===== src/hw/rtl/sdsi_pkg.sv =====
// Package for the sorted set insert unit: word layouts, operation and status codes,
// and the command and status bundles between controller and datapath.
// No dependencies.
`default_nettype none

package sdsi_pkg;

    // Operation codes carried in the input word.
    localparam logic [1:0] FUNC_INSERT = 2'd0;
    localparam logic [1:0] FUNC_READ   = 2'd1;
    localparam logic [1:0] FUNC_CLEAR  = 2'd2;

    // Status codes carried in the output word.
    localparam logic [2:0] ST_INSERTED = 3'd0;
    localparam logic [2:0] ST_PRESENT  = 3'd1;
    localparam logic [2:0] ST_FULL     = 3'd2;
    localparam logic [2:0] ST_READ_OK  = 3'd3;
    localparam logic [2:0] ST_READ_BAD = 3'd4;
    localparam logic [2:0] ST_CLEARED  = 3'd5;

    // Input word.
    typedef struct packed {
        logic [1:0]  func;
        logic [15:0] value;
        logic [5:0]  index;
    } t_in_word;

    // Output word.
    typedef struct packed {
        logic [2:0]  status;
        logic [6:0]  position;
        logic [6:0]  element_count;
        logic [15:0] read_value;
    } t_out_word;

    // Commands from the controller to the datapath.
    typedef struct packed {
        logic       take;        // latch the input word
        logic       srch_init;   // open the search window over all entries
        logic       probe;       // read the entry at the window midpoint
        logic       narrow;      // shrink the window after a compare
        logic       shift_init;  // start moving entries from the top
        logic       shift_rd;    // read the entry below the move pointer
        logic       shift_wr;    // write it one place up, step the pointer down
        logic       place;       // write the new value, grow the count
        logic       rd_issue;    // read the entry at the requested index
        logic       clear;       // empty the set
        logic       res_load;    // capture a result with res_status
        logic [2:0] res_status;
        logic       emit;        // move the captured result to the output register
    } t_cmd;

    // Status from the datapath to the controller.
    typedef struct packed {
        logic [1:0] func;        // operation of the latched word
        logic       lo_lt_hi;    // search window not empty
        logic       equal;       // probed entry equals the value
        logic       full;        // set holds its capacity
        logic       cnt_gt_lo;   // entries above the insert point must move
        logic       k_dec_gt_lo; // more entries remain to move after this one
        logic       idx_ok;      // read index lies below the count
        logic       out_free;    // output register can take a result
    } t_stat;

endpackage

`default_nettype wire


===== src/hw/rtl/sdsi_ram.sv =====
// Generic single-clock RAM with one write port and one registered read port.
// No dependencies.
`default_nettype none

module sdsi_ram #(
    parameter int WIDTH = 16,
    parameter int DEPTH = 64
) (
    input  wire logic                     i_clk,
    input  wire logic                     i_we,
    input  wire logic [$clog2(DEPTH)-1:0] i_waddr,
    input  wire logic [WIDTH-1:0]         i_wdata,
    input  wire logic [$clog2(DEPTH)-1:0] i_raddr,
    output logic      [WIDTH-1:0]         o_rdata
);

    logic [WIDTH-1:0] r_mem [DEPTH];
    logic [WIDTH-1:0] r_rdata;

    // Write and registered read.
    always_ff @(posedge i_clk) begin
        if (i_we) begin
            r_mem[i_waddr] <= i_wdata;
        end
        r_rdata <= r_mem[i_raddr];
    end

    assign o_rdata = r_rdata;

endmodule

`default_nettype wire


===== src/hw/rtl/sdsi_ctrl.sv =====
// Controller state machine of the sorted set insert unit.
// Depends on sdsi_pkg for the command and status bundles and the codes.
`default_nettype none

module sdsi_ctrl (
    input  wire logic          i_clk,
    input  wire logic          i_rst_n,
    input  wire logic          i_valid,
    output logic               o_stall,
    input  wire sdsi_pkg::t_stat i_stat,
    output sdsi_pkg::t_cmd     o_cmd
);

    localparam logic [3:0] S_IDLE      = 4'd0;
    localparam logic [3:0] S_DISPATCH  = 4'd1;
    localparam logic [3:0] S_PROBE     = 4'd2;
    localparam logic [3:0] S_COMPARE   = 4'd3;
    localparam logic [3:0] S_DECIDE    = 4'd4;
    localparam logic [3:0] S_SHIFT_RD  = 4'd5;
    localparam logic [3:0] S_SHIFT_WR  = 4'd6;
    localparam logic [3:0] S_PLACE     = 4'd7;
    localparam logic [3:0] S_READ_DATA = 4'd8;
    localparam logic [3:0] S_DONE      = 4'd9;

    logic [3:0] r_state;
    logic [3:0] n_state;

    // A word is taken only while no operation is in progress.
    assign o_stall = (r_state != S_IDLE);

    // Next state and commands.
    always_comb begin
        n_state = r_state;
        o_cmd   = '0;
        case (r_state)
            S_IDLE: begin
                if (i_valid) begin
                    o_cmd.take = 1'b1;
                    n_state    = S_DISPATCH;
                end
            end
            S_DISPATCH: begin
                case (i_stat.func)
                    sdsi_pkg::FUNC_INSERT: begin
                        o_cmd.srch_init = 1'b1;
                        n_state         = S_PROBE;
                    end
                    sdsi_pkg::FUNC_READ: begin
                        if (i_stat.idx_ok) begin
                            o_cmd.rd_issue = 1'b1;
                            n_state        = S_READ_DATA;
                        end else begin
                            o_cmd.res_load   = 1'b1;
                            o_cmd.res_status = sdsi_pkg::ST_READ_BAD;
                            n_state          = S_DONE;
                        end
                    end
                    sdsi_pkg::FUNC_CLEAR: begin
                        o_cmd.clear      = 1'b1;
                        o_cmd.res_load   = 1'b1;
                        o_cmd.res_status = sdsi_pkg::ST_CLEARED;
                        n_state          = S_DONE;
                    end
                    default: begin
                        // The unused code changes nothing and answers nothing.
                        n_state = S_IDLE;
                    end
                endcase
            end
            S_PROBE: begin
                if (i_stat.lo_lt_hi) begin
                    o_cmd.probe = 1'b1;
                    n_state     = S_COMPARE;
                end else begin
                    n_state = S_DECIDE;
                end
            end
            S_COMPARE: begin
                if (i_stat.equal) begin
                    o_cmd.res_load   = 1'b1;
                    o_cmd.res_status = sdsi_pkg::ST_PRESENT;
                    n_state          = S_DONE;
                end else begin
                    o_cmd.narrow = 1'b1;
                    n_state      = S_PROBE;
                end
            end
            S_DECIDE: begin
                if (i_stat.full) begin
                    o_cmd.res_load   = 1'b1;
                    o_cmd.res_status = sdsi_pkg::ST_FULL;
                    n_state          = S_DONE;
                end else if (i_stat.cnt_gt_lo) begin
                    o_cmd.shift_init = 1'b1;
                    n_state          = S_SHIFT_RD;
                end else begin
                    n_state = S_PLACE;
                end
            end
            S_SHIFT_RD: begin
                o_cmd.shift_rd = 1'b1;
                n_state        = S_SHIFT_WR;
            end
            S_SHIFT_WR: begin
                o_cmd.shift_wr = 1'b1;
                n_state        = i_stat.k_dec_gt_lo ? S_SHIFT_RD : S_PLACE;
            end
            S_PLACE: begin
                o_cmd.place      = 1'b1;
                o_cmd.res_load   = 1'b1;
                o_cmd.res_status = sdsi_pkg::ST_INSERTED;
                n_state          = S_DONE;
            end
            S_READ_DATA: begin
                o_cmd.res_load   = 1'b1;
                o_cmd.res_status = sdsi_pkg::ST_READ_OK;
                n_state          = S_DONE;
            end
            S_DONE: begin
                if (i_stat.out_free) begin
                    o_cmd.emit = 1'b1;
                    n_state    = S_IDLE;
                end
            end
            default: begin
                n_state = S_IDLE;
            end
        endcase
    end

    // State register.
    always_ff @(posedge i_clk) begin
        if (!i_rst_n) begin
            r_state <= S_IDLE;
        end else begin
            r_state <= n_state;
        end
    end

endmodule

`default_nettype wire


===== src/hw/rtl/sdsi_dpath.sv =====
// Datapath of the sorted set insert unit: entry RAM, search window, move pointer,
// entry count, result capture and output register.
// Depends on sdsi_pkg and sdsi_ram.
`default_nettype none

module sdsi_dpath #(
    parameter int SET_CAPACITY = 64,
    parameter int VALUE_WIDTH  = 16
) (
    input  wire logic                i_clk,
    input  wire logic                i_rst_n,
    input  wire sdsi_pkg::t_in_word  i_word,
    input  wire sdsi_pkg::t_cmd      i_cmd,
    output sdsi_pkg::t_stat          o_stat,
    output logic                     o_valid,
    input  wire logic                i_stall,
    output sdsi_pkg::t_out_word      o_word
);

    localparam int AW = $clog2(SET_CAPACITY);
    localparam int CW = $clog2(SET_CAPACITY + 1);
    localparam int XW = (CW > 6) ? CW : 6;

    // Latched operation.
    logic [1:0]             r_func;
    logic [VALUE_WIDTH-1:0] r_val;
    logic [5:0]             r_idx;

    // Search window, move pointer and count.
    logic [CW-1:0] r_lo;
    logic [CW-1:0] r_hi;
    logic [CW-1:0] r_k;
    logic [CW-1:0] r_count;

    // Captured result and output register.
    logic [2:0]            r_status;
    logic [CW-1:0]         r_pos;
    logic [VALUE_WIDTH-1:0] r_rdv;
    logic                  r_out_valid;
    sdsi_pkg::t_out_word   r_out;

    logic [31:0]            in_val32;
    logic [CW-1:0]          mid;
    logic [CW-1:0]          k_dec;
    logic [XW-1:0]          idx_x;
    logic [XW-1:0]          cnt_x;
    logic [VALUE_WIDTH-1:0] rdata;
    logic                   ram_we;
    logic [AW-1:0]          ram_waddr;
    logic [VALUE_WIDTH-1:0] ram_wdata;
    logic [AW-1:0]          ram_raddr;
    logic [31:0]            pos32;
    logic [31:0]            cnt32;
    logic [31:0]            rdv32;

    // Value narrowed or widened to the stored width.
    assign in_val32 = 32'(i_word.value);

    // Midpoint of the search window and the move pointer one step down.
    assign mid   = r_lo + ((r_hi - r_lo) >> 1);
    assign k_dec = r_k - CW'(1);
    assign idx_x = XW'(r_idx);
    assign cnt_x = XW'(r_count);

    // Status toward the controller.
    always_comb begin
        o_stat.func        = r_func;
        o_stat.lo_lt_hi    = (r_lo < r_hi);
        o_stat.equal       = (rdata == r_val);
        o_stat.full        = (r_count >= CW'(SET_CAPACITY));
        o_stat.cnt_gt_lo   = (r_count > r_lo);
        o_stat.k_dec_gt_lo = (k_dec > r_lo);
        o_stat.idx_ok      = (idx_x < cnt_x);
        o_stat.out_free    = !r_out_valid || !i_stall;
    end

    // RAM port selection: one read and one write per cycle.
    assign ram_we    = i_cmd.place || i_cmd.shift_wr;
    assign ram_waddr = i_cmd.place ? r_lo[AW-1:0] : r_k[AW-1:0];
    assign ram_wdata = i_cmd.place ? r_val : rdata;

    always_comb begin
        if (i_cmd.shift_rd) begin
            ram_raddr = k_dec[AW-1:0];
        end else if (i_cmd.rd_issue) begin
            ram_raddr = idx_x[AW-1:0];
        end else begin
            ram_raddr = mid[AW-1:0];
        end
    end

    sdsi_ram #(
        .WIDTH (VALUE_WIDTH),
        .DEPTH (SET_CAPACITY)
    ) u_ram (
        .i_clk   (i_clk),
        .i_we    (ram_we),
        .i_waddr (ram_waddr),
        .i_wdata (ram_wdata),
        .i_raddr (ram_raddr),
        .o_rdata (rdata)
    );

    // Operation latch, search window and move pointer.
    always_ff @(posedge i_clk) begin
        if (i_cmd.take) begin
            r_func <= i_word.func;
            r_val  <= in_val32[VALUE_WIDTH-1:0];
            r_idx  <= i_word.index;
        end
        if (i_cmd.srch_init) begin
            r_lo <= '0;
            r_hi <= r_count;
        end else if (i_cmd.narrow) begin
            if (rdata < r_val) begin
                r_lo <= mid + CW'(1);
            end else begin
                r_hi <= mid;
            end
        end
        if (i_cmd.shift_init) begin
            r_k <= r_count;
        end else if (i_cmd.shift_wr) begin
            r_k <= k_dec;
        end
    end

    // Entry count.
    always_ff @(posedge i_clk) begin
        if (!i_rst_n) begin
            r_count <= '0;
        end else if (i_cmd.clear) begin
            r_count <= '0;
        end else if (i_cmd.place) begin
            r_count <= r_count + CW'(1);
        end
    end

    // Result capture; position and read value depend on the outcome.
    always_ff @(posedge i_clk) begin
        if (i_cmd.res_load) begin
            r_status <= i_cmd.res_status;
            case (i_cmd.res_status)
                sdsi_pkg::ST_PRESENT: begin
                    r_pos <= mid;
                    r_rdv <= '0;
                end
                sdsi_pkg::ST_INSERTED, sdsi_pkg::ST_FULL: begin
                    r_pos <= r_lo;
                    r_rdv <= '0;
                end
                sdsi_pkg::ST_READ_OK: begin
                    r_pos <= idx_x[CW-1:0];
                    r_rdv <= rdata;
                end
                default: begin
                    r_pos <= '0;
                    r_rdv <= '0;
                end
            endcase
        end
    end

    // Output word fields cut to their port widths.
    assign pos32 = 32'(r_pos);
    assign cnt32 = 32'(r_count);
    assign rdv32 = 32'(r_rdv);

    // Output register: holds a word until the receiver takes it.
    always_ff @(posedge i_clk) begin
        if (!i_rst_n) begin
            r_out_valid <= 1'b0;
        end else if (i_cmd.emit) begin
            r_out_valid <= 1'b1;
        end else if (!i_stall) begin
            r_out_valid <= 1'b0;
        end
        if (i_cmd.emit) begin
            r_out.status        <= r_status;
            r_out.position      <= pos32[6:0];
            r_out.element_count <= cnt32[6:0];
            r_out.read_value    <= rdv32[15:0];
        end
    end

    assign o_valid = r_out_valid;
    assign o_word  = r_out;

endmodule

`default_nettype wire


===== src/hw/rtl/sorted_dedup_set_insert_unit.sv =====
// Sorted set insert unit: keeps up to SET_CAPACITY distinct values in ascending order
// in one RAM with a registered read port, and takes one word at a time. An insert runs
// a binary search, each probe a read and then a compare, with at most about log2 of the
// count plus one probes, then moves each larger entry up by one place (read, then
// write) and writes the value. A value that is already present ends the search at the
// probe that finds it. A read out of range answers without a RAM read. An insert into
// a full set is dropped and flagged, a read at or past the count reports out of range.
// The result sits in an output register, so the next word is accepted while the
// previous result waits to be taken; the result of that next word then waits until the
// output register is free.
// Depends on sdsi_pkg, sdsi_ctrl and sdsi_dpath.
`default_nettype none

module sorted_dedup_set_insert_unit #(
    parameter int SET_CAPACITY = 64,
    parameter int VALUE_WIDTH  = 16
) (
    input  wire logic                i_clk,
    input  wire logic                i_rst_n,
    input  wire logic                i_valid,
    output logic                     o_stall,
    input  wire sdsi_pkg::t_in_word  i_word,
    output logic                     o_valid,
    input  wire logic                i_stall,
    output sdsi_pkg::t_out_word      o_word
);

    sdsi_pkg::t_cmd  cmd;
    sdsi_pkg::t_stat stat;

    // Sequencer.
    sdsi_ctrl u_ctrl (
        .i_clk   (i_clk),
        .i_rst_n (i_rst_n),
        .i_valid (i_valid),
        .o_stall (o_stall),
        .i_stat  (stat),
        .o_cmd   (cmd)
    );

    // Storage and arithmetic.
    sdsi_dpath #(
        .SET_CAPACITY (SET_CAPACITY),
        .VALUE_WIDTH  (VALUE_WIDTH)
    ) u_dpath (
        .i_clk   (i_clk),
        .i_rst_n (i_rst_n),
        .i_word  (i_word),
        .i_cmd   (cmd),
        .o_stat  (stat),
        .o_valid (o_valid),
        .i_stall (i_stall),
        .o_word  (o_word)
    );

endmodule

`default_nettype wire


===== config.mk =====
export PLATFORM = sky130hd
export DESIGN_NAME = sorted_dedup_set_insert_unit
export DESIGN_NICKNAME = d
export VERILOG_FILES = /design/src/hw/rtl/sdsi_pkg.sv /design/src/hw/rtl/sdsi_ram.sv /design/src/hw/rtl/sdsi_ctrl.sv /design/src/hw/rtl/sdsi_dpath.sv /design/src/hw/rtl/sorted_dedup_set_insert_unit.sv
export SDC_FILE = /design/constraint.sdc
export NUM_CORES = 1
export LEC_CHECK = 0
export ABC_AREA = 1
export CORE_ASPECT_RATIO = 2
export CORE_UTILIZATION = 49
export CTS_CLUSTER_DIAMETER = 200
export CTS_CLUSTER_SIZE = 28
export DETAILED_ROUTE_END_ITERATION = 10
export DONT_BUFFER_PORTS = 1
export PLACE_DENSITY = 0.72
export SETUP_SLACK_MARGIN = 0.4
export SLEW_MARGIN = 10
export SYNTH_ARGS = -nofsm -noshare
export SYNTH_HDL_FRONTEND = slang
export SYNTH_SLANG_ARGS = --single-unit

===== constraint.sdc =====
create_clock -name i_clk -period 10.3 [get_ports i_clk]
set_input_delay 1.03 -clock i_clk [delete_from_list [all_inputs] [get_ports i_clk]]
set_output_delay 1.03 -clock i_clk [all_outputs]
set_load 0.01 [all_outputs]

==> flow_metrics.tcl, run 1 <==
set metrics [dict create \
    place.gp.congestion 0.9349 \
    first_pass_iters 6 \
    final_area_um2 54620 \
    post_cts_buffers 0 \
    hpwl_um 87530 \
    yosysUniqueCellTypes 38 \
    hold_path.class "reg -> reg" \
    grt_overflow_total 0 \
    grt_pass1_wl_um 213800 \
    drt_iter0_drc 3904 \
    avgSynthCellArea_um2 10.23 \
    clock.fmax_mhz 155.7 \
    clkTransAtPathRegs_ns 0.11 \
    placed_cell_area_um2 53240 \
    reg2reg_slack_ns 3.88 \
    crit_start "u_dpath.r_lo[0]$_SDFFE_PP0P_" \
    required_ns 10.85 \
    htreeDepth 2 \
    seq_area_frac_synth 0.6664 \
    tightest_slew_ns 1.281 \
    cts_inserted_buffers 47 \
    yosysWarningCount 0 \
    period_share 0.6236 \
    r2r.worst_path.cells 17 \
    layout_min_cycle_time_ns 6.423 \
    synth.area.top_cells "edfxtp_1 65%, nand3_1 11%, nand2_1 8.2%" \
    rsz0062_at_grt "no" \
    ys.flop_type "edfxtp_1" \
    critPathMaxFanout 183 \
    worstSetupPathType "reg -> reg" \
    ios 63 \
    relSlewSlack 0.1450 \
    cts_resized 0 \
    clock_sinks 1156 \
    rows 168 \
    synth-seq-cells 1156 \
    vias 35490 \
    mappedNetlistArea_um2 51560 \
    num-nets-final 5050 \
    cap_violations 0 \
    die_w_um 231.4 \
    area_growth_pct 5.930 \
    fin_setup_tns_ns 0 \
    async_reset_ff_frac 0 \
    yosysMostFrequentCell "nand2_1" \
    hold_viol_final 0 \
    antenna_found_initial 4 \
    clk_latency_ns 0.68 \
    viasPerCell 5.587 \
    root_buffer "clkbuf_16" \
    cp-end-kind "flip-flop" \
    postRouteAntennaNets 0 \
    setup_viol 0 \
    grt_usage 0.2732 \
    holdWs_ns 0.4283 \
    ctsLongestPathBuffers 3 \
    slew_violations 0 \
    fin_skew_ns 0.03129 \
    routedWlPerCell_um 22.99 \
    synthTopCellsByCount "1125 x nand2_1, 1121 x edfxtp_1, 1090 x nand3_1, 1080 x inv_1, 114 x nor2_1" \
    initial_utilization 0.4936 \
    cts-hold-fix-buffers 0 \
    synth_top_cell_by_area "edfxtp_1" \
    synthCells 5040 \
    port_buffers 0 \
    timing.rr.start "u_dpath.r_lo[0]$_SDFFE_PP0P_" \
    cp-start-kind "flip-flop" \
    wl_um 146000 \
    synth_nets 5128 \
    die-area_um2 106600 \
    layout-drive-gt1-share 0.04107 \
    status "completed" \
    r2r-end "u_dpath.u_ram.o_rdata[14]$_DFF_P_" \
    dieHeight_um 460.8 \
    synth_edf_count 1121 \
    coreArea_um2 104500 \
    cts_tree "done" \
    synth_top_area_frac 0.6528 \
    grt_pass1_vias 34270 \
    grt_start_max_net_pins 184 \
    worstPathArrival_ns 6.97 \
    drc 0 \
    critical_path.endpoint "u_dpath.u_ram.o_rdata[14]$_DFF_P_" \
]
[registers in the layout (all words and copies together), names as in the netlist, 16 cells and up]
register               cells
u_dpath.u_ram.r_mem     1024
u_dpath.o_word            33
u_dpath.r_rdv             16
u_dpath.r_val             16
u_dpath.u_ram.o_rdata     16
[how the worst min path moves through the flow]
stage | start | endpoint | depth (start not counted) | slack [ns]
global route | u_dpath.r_rdv[9]$_SDFFCE_PP0P_ | u_dpath.o_word[9]$_DFFE_PP_ | 0 | 0.44
CTS | u_dpath.r_rdv[9]$_SDFFCE_PP0P_ | u_dpath.o_word[9]$_DFFE_PP_ | 0 | 0.43
detailed placement | u_dpath.r_rdv[9]$_SDFFCE_PP0P_ | u_dpath.o_word[9]$_DFFE_PP_ | 0 | 0.41
finish | u_dpath.r_rdv[9]$_SDFFCE_PP0P_ | u_dpath.o_word[9]$_DFFE_PP_ | 0 | 0.43
floorplan | u_dpath.r_rdv[0]$_SDFFCE_PP0P_ | u_dpath.o_word[0]$_DFFE_PP_ | 0 | 0.40
global placement | u_dpath.r_rdv[9]$_SDFFCE_PP0P_ | u_dpath.o_word[9]$_DFFE_PP_ | 0 | 0.40
[cells by family after synthesis]
logic type,Yosys count,share of synthesized area
buf+inv,1317,0.1014
compound gates,121,0.01310
fa+ha+maj,60,0.01485
simple gates,2366,0.2008
xor+xnor,20,0.003397
flops,1156,0.6664
[final cells by class]
cell class                 instances  area [µm²]
antenna                            1       2.502
clock inverter                     3       45.04
tap                             1360        1702
multi-input combinational       2567       12250
fill                            8831       49850
timing repair buffer             108       880.8
inverter                        1082        4073
clock buffer                      75        1303
sequential                      1156       34360
[placed cells by master, fill, tap and decap left out, types with 3 or more instances in the layout]
cell type  count
a21oi_1       36
buf_12         4
buf_4        103
clkbuf_1      27
clkbuf_16     48
dfxtp_1       35
edfxtp_1    1121
ha_1          58
inv_1       1077
nand2_1     1121
nand2_4        4
nand3_1     1090
nand4_1       13
nor2_1       109
nor2_2         5
nor2_4         4
nor3_1        10
o211ai_1       3
o21ai_0       44
o21ai_4       17
o221ai_1       5
xnor2_1        5
xor2_1        15
[metal layers]
layer,part of all wire,up-vias,global-route usage
met3,0.079,526,0.03131
met4,0.094,2,0.2253
met2,0.51,1849,0.4819
met1,0.32,16950,0.2912
met5,0.000062,-,0
li1,-,16160,-
[stage by stage]
| step | instances | setup slack (ns) | utilization |
|---|---|---|---|
| floorplan | 5040 | 6.211 | - |
| global placement | 6272 | 4.254 | 0.5096 |
| detailed placement | 6272 | 4.179 | 0.5096 |
| CTS | 6350 | 4.164 | 0.5225 |
| global route | 6352 | 3.739 | 0.5228 |
| finish | 6352 | 3.877 | 0.5228 |
[critical path: stages, from the launching register on]
cell     delay, ns
dfxtp_1       0.50
ha_1          0.21
inv_1         0.06
fa_1          0.44
ha_1          0.40
nand2_1       0.15
nand3_4       0.06
buf_4         0.38
nand2_8       0.77
buf_12        0.66
buf_4         0.71
nand2_1       0.10
nand3_1       0.10
nand3_1       0.22
nand3_1       0.35
nand3_1       0.35
nand3_1       0.32
nand2_1       0.08
Power of run 1 is not shown: default switching activity piles up to over one toggle a cycle in this logic, so the estimate is an artifact.
==> inputs of run 2 (changes only) <==
==> constraint.sdc (replaced) <==
create_clock -name i_clk -period 6.3 [get_ports i_clk]
set_input_delay 0.63 -clock i_clk [delete_from_list [all_inputs] [get_ports i_clk]]
set_output_delay 0.63 -clock i_clk [all_outputs]
set_load 0.01 [all_outputs]
==> run 2 against run 1 <==
Effect of this change: the flow now finishes with violations (DRC); design area up 0.53%; global-route usage down 0.14 points; cell count up 0.46%; setup slack worse by 2.5 ns; sequential cell count unchanged; count of clock-buffer cells in the layout unchanged; worst hold slack worse by 0.40 ns; critical path depth up 1; clock skew up 0.0029 ns; via count down 0.18%; highest routed layer unchanged.
==> flow_metrics.tcl, run 2 (synthesis gave the netlist of run 1 again) <==
set metrics [dict create \
    grt_start_max_net_pins 116 \
    tightest_slew_ns 1.198 \
    postRouteAntennaNets 0 \
    worstSetupPathType "reg -> reg" \
    cap_violations 0 \
    cpMostUsedCell "nand3_1" \
    grt_pass1_wl_um 212200 \
    hpwl_um 89530 \
    grt_usage 0.2718 \
    n_fill_cell 8799 \
    ios 63 \
    largest_reg_flops 1024 \
    wl_um 145200 \
    vias 35430 \
    drt_iter0_drc 3954 \
    clk_latency_ns 0.69 \
    clock.fmax_mhz 202.5 \
    status "finished with violations" \
    layout_min_cycle_time_ns 4.937 \
    cp-end-kind "flip-flop" \
    num-nets-final 5079 \
    hold_path.class "in -> reg" \
    post_cts_buffers 0 \
    final_cell_mix "1121 x nand2_1, 1121 x edfxtp_1, 1090 x nand3_1" \
    rows 168 \
    critPathMaxFanout 84 \
    port_buffers 0 \
    worstPathArrival_ns 5.51 \
    clkTransAtPathRegs_ns 0.12 \
    cp_slowest_stage_delay_ns 0.57 \
    hold_viol_final 0 \
    area_growth_pct 6.493 \
    routedWlPerCell_um 22.76 \
    die-area_um2 106600 \
    period_share 0.7837 \
    antenna_found_initial 3 \
    grt_overflow_total 0 \
    viasPerCell 5.552 \
    first_pass_iters 9 \
    initial_utilization 0.4936 \
    place.gp.congestion 0.9891 \
    rsz0062_at_grt "no" \
    instances_no_fill 6381 \
    violations "DRC" \
    cp-start-kind "flip-flop" \
    cts_tree "done" \
    coreArea_um2 104500 \
    place_inst 6302 \
    clock_sinks 1156 \
    drc 2 \
    fin_util 0.5256 \
    required_ns 6.87 \
    regMostFlops "u_dpath.u_ram.r_mem" \
    slew_violations 0 \
    relSlewSlack 0.1993 \
    cts_inserted_buffers 47 \
    fin_skew_ns 0.03423 \
    slowest_stage "nand2_4" \
    dieHeight_um 460.8 \
    cts_resized 0 \
    cts-hold-fix-buffers 0 \
    fin_setup_tns_ns 0 \
    grt_pass1_vias 34150 \
    ctsLongestPathBuffers 3 \
    htreeDepth 2 \
    setup_viol 0 \
    die_w_um 231.4 \
    layout-drive-gt1-share 0.04543 \
    critical_path.cell_chain "ha_1 > inv_1 > fa_1 > ha_1 > buf_4 > inv_1 > nand2_1 > nand3_2 > nand2_4 > buf_12 > buf_4 > nand2_1 > nand3_1 > nand3_1 > nand3_1 > nand3_1 > nand3_1 > nand2_1" \
    root_buffer "clkbuf_16" \
]
run 2: cell count changes in the layout (fill, tap and decap cells not counted), sizes merged:
cell / delta
inv: +1
clkinv: -2
diode: +1
buf: +29
run 2: area by class of cell:
type,count,area (µm²),area share
Clock buffer,75,1281,0.02333
Antenna cell,2,5.005,0.00009114
Clock inverter,2,28.78,0.0005241
Multi-Input combinational cell,2567,12240,0.2230
Inverter,1082,4073,0.07417
Sequential cell,1156,34360,0.6258
Timing Repair Buffer,137,1216,0.02215
Tap cell,1360,1702,0.03099
run 2: through the flow:
step / setup WS [ns] / hold slack, ns / area [µm²]
detailed placement: 1.617 / 0.4065 / 53590
global route: 1.161 / 0.02051 / 54910
CTS: 1.574 / 0.02005 / 54900
global placement: 1.635 / 0.4007 / 53590
finish: 1.363 / 0.02987 / 54910
floorplan: 2.211 / 0.4003 / 51560
run 2: critical path, delay by kind of cell, from the launching register on:
family        cells  cell delay, ns
fa+ha+maj         3            0.94
buf+inv           5            1.07
flops             1            0.52
simple gates     10            2.12
run 2: worst paths after layout:
check	from	endpoint	slack [ns]	cells past startpoint
min	i_word[6]	u_dpath.r_val[0]$_DFFE_PP_	0.03	0
min reg2reg	u_dpath.r_rdv[8]$_SDFFCE_PP0P_	u_dpath.o_word[8]$_DFFE_PP_	0.43	0
max reg2reg	u_dpath.r_lo[0]$_SDFFE_PP0P_	u_dpath.u_ram.o_rdata[10]$_DFF_P_	1.36	18
max	u_dpath.r_lo[0]$_SDFFE_PP0P_	u_dpath.u_ram.o_rdata[10]$_DFF_P_	1.36	18
run 2: metal layers:
metal	global-route usage	up-vias	part of all wire	routed length (µm)
li1	-	16230	-	-
met1	0.2838	16820	0.32	46280
met2	0.4697	1846	0.50	72920
met3	0.03738	524	0.076	11000
met4	0.2497	4	0.10	14990
met5	0	-	0.00014	21
Power of run 2 is left out for the same reason.
